$ cat src/rtl/attn_pkg.sv
// Package for the 2x2 attention block: widths, payload structs and the
// elaboration-time softmax weight table built from exponentials. No dependencies.
`timescale 1ns / 1ps
package attn_pkg;

    localparam int FRAC_BITS       = 12;
    localparam int EXP_TABLE_DEPTH = 256;

    localparam int FIX_W   = 16;
    localparam int SCALE_W = 15;
    localparam int W_W     = FRAC_BITS + 1;
    localparam int RAW_W   = 2 * FIX_W + 1;
    localparam int PROD_W  = RAW_W + SCALE_W + 1;
    localparam int GAP_W   = PROD_W - 2 * FRAC_BITS + 1;
    localparam int UNIT_LOG = FRAC_BITS + 3;
    localparam int IDX_SHIFT = UNIT_LOG - $clog2(EXP_TABLE_DEPTH);
    localparam int IDX_W   = $clog2(EXP_TABLE_DEPTH + 1);
    localparam int MUL_W   = W_W + FIX_W + 1;
    localparam int ACC_W   = MUL_W + 1;

    typedef logic signed [FIX_W-1:0] fix_t;
    typedef logic [W_W-1:0] weight_t;

    typedef struct packed {
        fix_t [3:0] query;
        fix_t [3:0] key;
        fix_t [3:0] value;
    } att_in_t;

    // Per row: which column leads and how far the other trails it.
    typedef struct packed {
        logic [1:0]             lead;
        logic [1:0][GAP_W-1:0]  gap;
        fix_t [3:0]             value;
    } att_gap_t;

    typedef struct packed {
        weight_t [3:0] weight;
        fix_t [3:0]    value;
    } att_mix_t;

    // Restoring division, used only while building constant tables.
    function automatic longint unsigned udiv(input longint unsigned num,
                                             input longint unsigned den);
        longint unsigned q;
        longint unsigned r;
        q = 0;
        r = 0;
        for (int b = 63; b >= 0; b--)
        begin
            r = {r[62:0], num[b]};
            if (r >= den)
            begin
                r = r - den;
                q[b] = 1'b1;
            end
        end
        return q;
    endfunction

    function automatic logic [SCALE_W-1:0] default_scale();
        longint unsigned target;
        longint unsigned root;
        longint unsigned t;
        target = 64'd1 << (2 * FRAC_BITS - 1);
        root = 0;
        for (int b = 15; b >= 0; b--)
        begin
            t = root | (64'd1 << b);
            if (t * t <= target)
                root = t;
        end
        if (4 * (root * root + root) + 1 < 4 * target)
            root = root + 1;
        return root[SCALE_W-1:0];
    endfunction

    localparam logic [SCALE_W-1:0] SCALE_RESET = default_scale();

    // Entry k holds {leader weight, trailing weight} for table index k;
    // the last entry covers every gap beyond the table.
    typedef logic [EXP_TABLE_DEPTH:0][2*W_W-1:0] wtab_t;

    function automatic wtab_t build_weights();
        wtab_t tab;
        longint unsigned x;
        longint unsigned term;
        longint signed r;
        longint unsigned c;
        longint unsigned e;
        longint unsigned sum;
        longint unsigned one;
        longint unsigned wl;
        longint unsigned wo;
        one = 64'd1 << FRAC_BITS;
        x = udiv((64'd1 << 33) + EXP_TABLE_DEPTH / 2, EXP_TABLE_DEPTH);
        term = 64'd1 << 30;
        r = 64'sd1 << 30;
        for (int n = 1; n <= 12; n++)
        begin
            term = udiv((term * x) >> 30, longint'(n));
            if (n % 2 == 1)
                r = r - longint'(term);
            else
                r = r + longint'(term);
        end
        c = 64'd1 << 30;
        for (int i = 0; i <= EXP_TABLE_DEPTH; i++)
        begin
            if (i > 0)
                c = (c * longint'(r) + (64'd1 << 29)) >> 30;
            if (i < EXP_TABLE_DEPTH)
                e = (c + (64'd1 << (29 - FRAC_BITS))) >> (30 - FRAC_BITS);
            else
                e = 0;
            sum = one + e;
            wl = udiv(one * one + (sum >> 1), sum);
            wo = udiv(e * one + (sum >> 1), sum);
            tab[i] = {wl[W_W-1:0], wo[W_W-1:0]};
        end
        return tab;
    endfunction

    localparam wtab_t WEIGHT_TABLE = build_weights();

endpackage

$ cat src/rtl/attn_mix.sv
// Mixing stages: weights times V, rounding and saturation to 16 bits.
// Two register stages. Depends on attn_pkg.
`timescale 1ns / 1ps
module attn_mix
    import attn_pkg::*;
(
    input  logic          clk,
    input  logic          rst_n,
    input  logic          en,
    input  logic          in_valid,
    input  att_mix_t      in_data,
    output logic          out_valid,
    output weight_t [3:0] out_weight,
    output fix_t [3:0]    out_result
);
    localparam logic signed [ACC_W-1:0] HALF = ACC_W'(1) <<< (FRAC_BITS - 1);
    localparam logic signed [ACC_W-1:0] SAT_HI = ACC_W'(32767);
    localparam logic signed [ACC_W-1:0] SAT_LO = -ACC_W'(32768);

    // Named signed element type keeps every product signed when selected.
    typedef logic signed [MUL_W-1:0] mul_t;

    logic [1:0] valid_reg;
    mul_t [7:0] mul_reg;
    weight_t [3:0] w1_reg;
    weight_t [3:0] w2_reg;
    fix_t [3:0] res_reg;
    mul_t [7:0] mul_next;
    fix_t [3:0] res_next;
    logic signed [ACC_W-1:0] acc;
    logic signed [ACC_W-1:0] rnd;

    always_comb
    begin
        for (int i = 0; i < 2; i++)
        begin
            for (int j = 0; j < 2; j++)
            begin
                mul_next[(i*2+j)*2]   = MUL_W'($signed({1'b0, in_data.weight[i*2]})
                                               * in_data.value[j]);
                mul_next[(i*2+j)*2+1] = MUL_W'($signed({1'b0, in_data.weight[i*2+1]})
                                               * in_data.value[2+j]);
            end
        end
    end

    always_comb
    begin
        acc = '0;
        rnd = '0;
        for (int k = 0; k < 4; k++)
        begin
            acc = ACC_W'(mul_reg[k*2]) + ACC_W'(mul_reg[k*2+1]);
            rnd = (acc + HALF) >>> FRAC_BITS;
            if (rnd > SAT_HI)
                res_next[k] = 16'sh7fff;
            else if (rnd < SAT_LO)
                res_next[k] = 16'sh8000;
            else
                res_next[k] = rnd[FIX_W-1:0];
        end
    end

    always_ff @(posedge clk or negedge rst_n)
    begin
        if (!rst_n)
            valid_reg <= '0;
        else if (en)
            valid_reg <= {valid_reg[0], in_valid};
    end

    always_ff @(posedge clk)
    begin
        if (en)
        begin
            mul_reg <= mul_next;
            w1_reg  <= in_data.weight;
            w2_reg  <= w1_reg;
            res_reg <= res_next;
        end
    end

    assign out_valid  = valid_reg[1];
    assign out_weight = w2_reg;
    assign out_result = res_reg;
endmodule
$ cat config.mk
export PLATFORM = sky130hd
export DESIGN_NAME = attn_mix
export DESIGN_NICKNAME = d
export VERILOG_FILES = /design/src/rtl/attn_pkg.sv /design/src/rtl/attn_mix.sv
export SDC_FILE = /design/constraint.sdc
export NUM_CORES = 2
export LEC_CHECK = 0
export ABC_AREA = 1
export BUFFER_PORTS_ARGS = -buffer_cell sky130_fd_sc_hd__buf_2
export CAP_MARGIN = 15
export CORE_UTILIZATION = 25
export DETAILED_ROUTE_END_ITERATION = 8
export GPL_TIMING_DRIVEN = 0
export SYNTH_ARGS = -nofsm -noshare
export SYNTH_HDL_FRONTEND = slang
export SYNTH_SLANG_ARGS = --single-unit
$ cat constraint.sdc
create_clock -name clk -period 6.93 [get_ports clk]
set_input_delay 1.0395 -clock clk [delete_from_list [all_inputs] [get_ports clk]]
set_output_delay 1.0395 -clock clk [all_outputs]
set_load 0.01 [all_outputs]
==> impl_metrics.sql <==
INSERT INTO impl_metrics (metric_group, metric, value, unit) VALUES
('critical_path', 'cp_data_arrival_time', '7270', 'ps'),
('sta', 'timing_worst_slew_pin_value', '1050', 'ps'),
('die', 'initial_utilization', '25.2', '%'),
('global_route', 'grt.total_usage', '16.0', '%'),
('yosys', 'synth_async_sr_flop_share', '0.488', '%'),
('route', 'drtAntennaViolNets', '0', ''),
('final_layout', 'postLayoutCellArea', '0.0972', 'mm²'),
('clock_tree', 'post_cts.repair.setup_buffers', '0', ''),
('yosys', 'ys_top_cells_by_count', 'inv_1 (3,171), nand2_1 (2,731), fa_1 (1,616)', ''),
('critical_path', 'critical_path_class', 'in2reg', ''),
('route', 'drtIter0Drc', '4822', ''),
('yosys', 'ys_dominant_reg_cell', 'edfxtp_1', ''),
('final_layout', 'layout_area_overhead', '10.3', '%'),
('place', 'place_hpwl', '239000', 'µm'),
('clock_tree', 'root_buffer', 'clkbuf_16', ''),
('run_status', 'status', 'completed', ''),
('route', 'detail_route.vias_per_cell', '4.30', ''),
('sta', 'layout_min_cycle_time', '6800', 'ps'),
('yosys', 'ys_types', '47', ''),
('yosys', 'post_synth_inst_count', '10800', ''),
('sta', 'slew_viol_final', '0', ''),
('place', 'gp_congestion', '0.937', ''),
('place', 'portBuffers', '172', ''),
('yosys', 'ys_warns', '0', ''),
('yosys', 'number_of_flops_mapped_to_enable_cells_by_yosys', '408', ''),
('clock_tree', 'clock_latency', '780', 'ps'),
('global_route', 'largest_net_degree_at_the_start_of_global_routing', '106', ''),
('yosys', 'yosys_register_bits', '410', ''),
('sta', 'final_layout_worst_hold_slack', '402', 'ps'),
('yosys', 'ys_top_cells_by_area', 'fa_1 (37%), edfxtp_1 (14%), inv_1 (14%)', ''),
('route', 'route.vias.total', '67400', ''),
('sta', 'maxClockFrequency', '147', 'MHz'),
('sta', 'report.final.setup_viol', '0', ''),
('route', 'post-route-drc-count', '0', ''),
('final_layout', 'largest_reg_flops', '240', ''),
('die', 'core_area', '0.350', 'mm²'),
('place', 'instance_area_at_placement', '0.0949', 'mm²'),
('die', 'chipWidth', '596', 'µm'),
('yosys', 'syn-num-nets', '13300', ''),
('die', 'boundaryPins', '237', ''),
('route', 'drt-pass1-iter-count', '6', ''),
('sta', 'maxSlewHeadroom', '30.0', '%'),
('yosys', 'avgSynthCellArea', '8.18', 'µm²'),
('sta', 'number_of_endpoints_with_negative_hold_slack_in_the_final_report', '0', ''),
('yosys', 'synth_most_common_cell', 'inv_1', ''),
('yosys', 'synth_area', '0.0881', 'mm²'),
('critical_path', 'required', '7400', 'ps'),
('clock_tree', 'numCtsBuffers', '61', ''),
('clock_tree', 'clockBufferDepth', '3', ''),
('sta', 'grt_setup_unrepaired', 'yes', ''),
('sta', 'finalCritPeriodShare', '98.1', '%'),
('die', 'dieArea', '0.355', 'mm²'),
('final_layout', 'num-nets-final', '13600', ''),
('yosys', 'synth_largest_type_area_fraction', '36.7', '%'),
('route', 'routed_length_per_instance', '18.0', 'µm'),
('clock_tree', 'cts_tree', 'built', ''),
('critical_path', 'critical_path_peak_fanout', '10', ''),
('die', 'die_h', '596', 'µm'),
('hold_path', 'holdCritPathClass', 'reg2reg', ''),
('die', 'row_count', '217', ''),
('critical_path', 'timing.critical_path.from_type', 'primary input', ''),
('final_layout', 'post_route_cells_drive_above_1_share', '4.20', '%'),
('sta', 'clock-skew-final', '41.6', 'ps'),
('global_route', 'grt_first_pass_wirelength', '430000', 'µm'),
('global_route', 'antenna_found_initial', '53', ''),
('global_route', 'grt_pass1_vias', '70200', ''),
('global_route', 'globalRoute.totalOverflow', '0', ''),
('run', 'max_cap_violation_count', '0', ''),
('yosys', 'synth_top_area_cell', 'fa_1', ''),
('yosys', 'synth.yosys.seq_area_share', '14.0', '%'),
('route', 'detail_route.wirelength', '283000', 'µm'),
('critical_path', 'cp-end-kind', 'flop', ''),
('clock_tree', 'htree_levels', '2', ''),
('clock_tree', 'clkTransAtPathRegs', '70', 'ps'),
('clock_tree', 'cts_num_sinks', '410', '');
[worst max-delay path, stage by stage]
cell	delay, ps
clkbuf_1	390
clkbuf_1	610
nand2_1	170
fa_1	520
inv_1	50
fa_1	500
inv_1	60
fa_1	540
inv_1	50
fa_1	450
fa_1	590
inv_1	80
fa_1	490
inv_1	50
ha_1	350
a21oi_1	180
o21ai_0	130
a21oi_1	270
nand3_1	230
a21o_1	230
nand2_1	80
nand2_1	50
nand2_1	50
nand2_1	100
[worst paths after layout]
check                      slack, ps        endpoint         from  cells past startpoint
hold / removal                   400  out_weight[34]   w1_reg[34]                      0
max in group asynchronous       6260    valid_reg[0]        rst_n                      2
min in group asynchronous        580    valid_reg[1]        rst_n                      2
hold reg to reg                  400  out_weight[34]   w1_reg[34]                      0
setup / recovery                 130     mul_reg[55]  in_data[37]                     24
setup reg to reg                3580  out_result[26]  mul_reg[83]                     14
[cells by family after synthesis]
| logic type | synth area share, % |
|---|---|
| flops | 14.0 |
| fa+ha+maj | 48.3 |
| simple gates | 15.2 |
| xor+xnor | 3.06 |
| buf+inv | 15.1 |
| compound gates | 4.33 |
[metal layers]
layer | vias up | global-route usage, % | part of all wire (%)
met1 | 32900 | 20.5 | 42
met3 | 486 | 2.57 | 6.9
li1 | 31800 | - | -
met5 | - | 0 | 0.036
met2 | 2116 | 26.6 | 47
met4 | 18 | 7.12 | 4.8
[placed cells by master (no fill, tap or decap), drive strengths merged, types with 40 or more instances in the layout]
master | synthesis | layout
nand2 | 2756 | 2756
fa | 1616 | 1616
xor2 | 183 | 183
ha | 820 | 820
o21bai | 40 | 40
nand3 | 154 | 154
clkbuf | 346 | 397
a21oi | 382 | 382
nand4 | 52 | 52
nor2 | 340 | 340
o21ai | 171 | 171
inv | 3176 | 3189
edfxtp | 408 | 408
buf | 14 | 200
xnor2 | 125 | 125
[layout make-up]
class	count	area [µm²]
Fill cell	37900	253000
Multi-Input combinational cell	6824	62500
Sequential cell	410	12300
Inverter	3176	11900
Tap cell	4599	5750
Buffer	360	1610
Clock buffer	67	1550
Timing Repair Buffer	177	991
Clock inverter	46	498
Antenna cell	26	65.1
[timing repair]
| action | in CTS | in global routing |
|---|---|---|
| hold endpoints to repair | 2 | 0 |
| endpoints found under the setup margin | 39 | 57 |
| resized for setup | 25 | 253 |
| hold buffers | 1 | 0 |
[stage by stage]
| step | setup WS (ps) | setup TNS [ps] | cells | util, % |
|---|---|---|---|---|
| 6_report | 130 | 0 | 15700 | 27.8 |
| 5_1_grt | -27.7 | -36.4 | 15700 | 27.7 |
| 2_1_floorplan | 398 | 0 | 10800 | - |
| 4_1_cts | 7.26 | 0 | 15700 | 27.7 |
| 3_5_place_dp | -1210 | -86010 | 15500 | 27.1 |
| 3_3_place_gp | -2860 | -1000520 | 15500 | 27.1 |
Power is left out: the tool's default activity adds up to more than one toggle a clock period on the data nets, which glitch-free logic cannot reach.
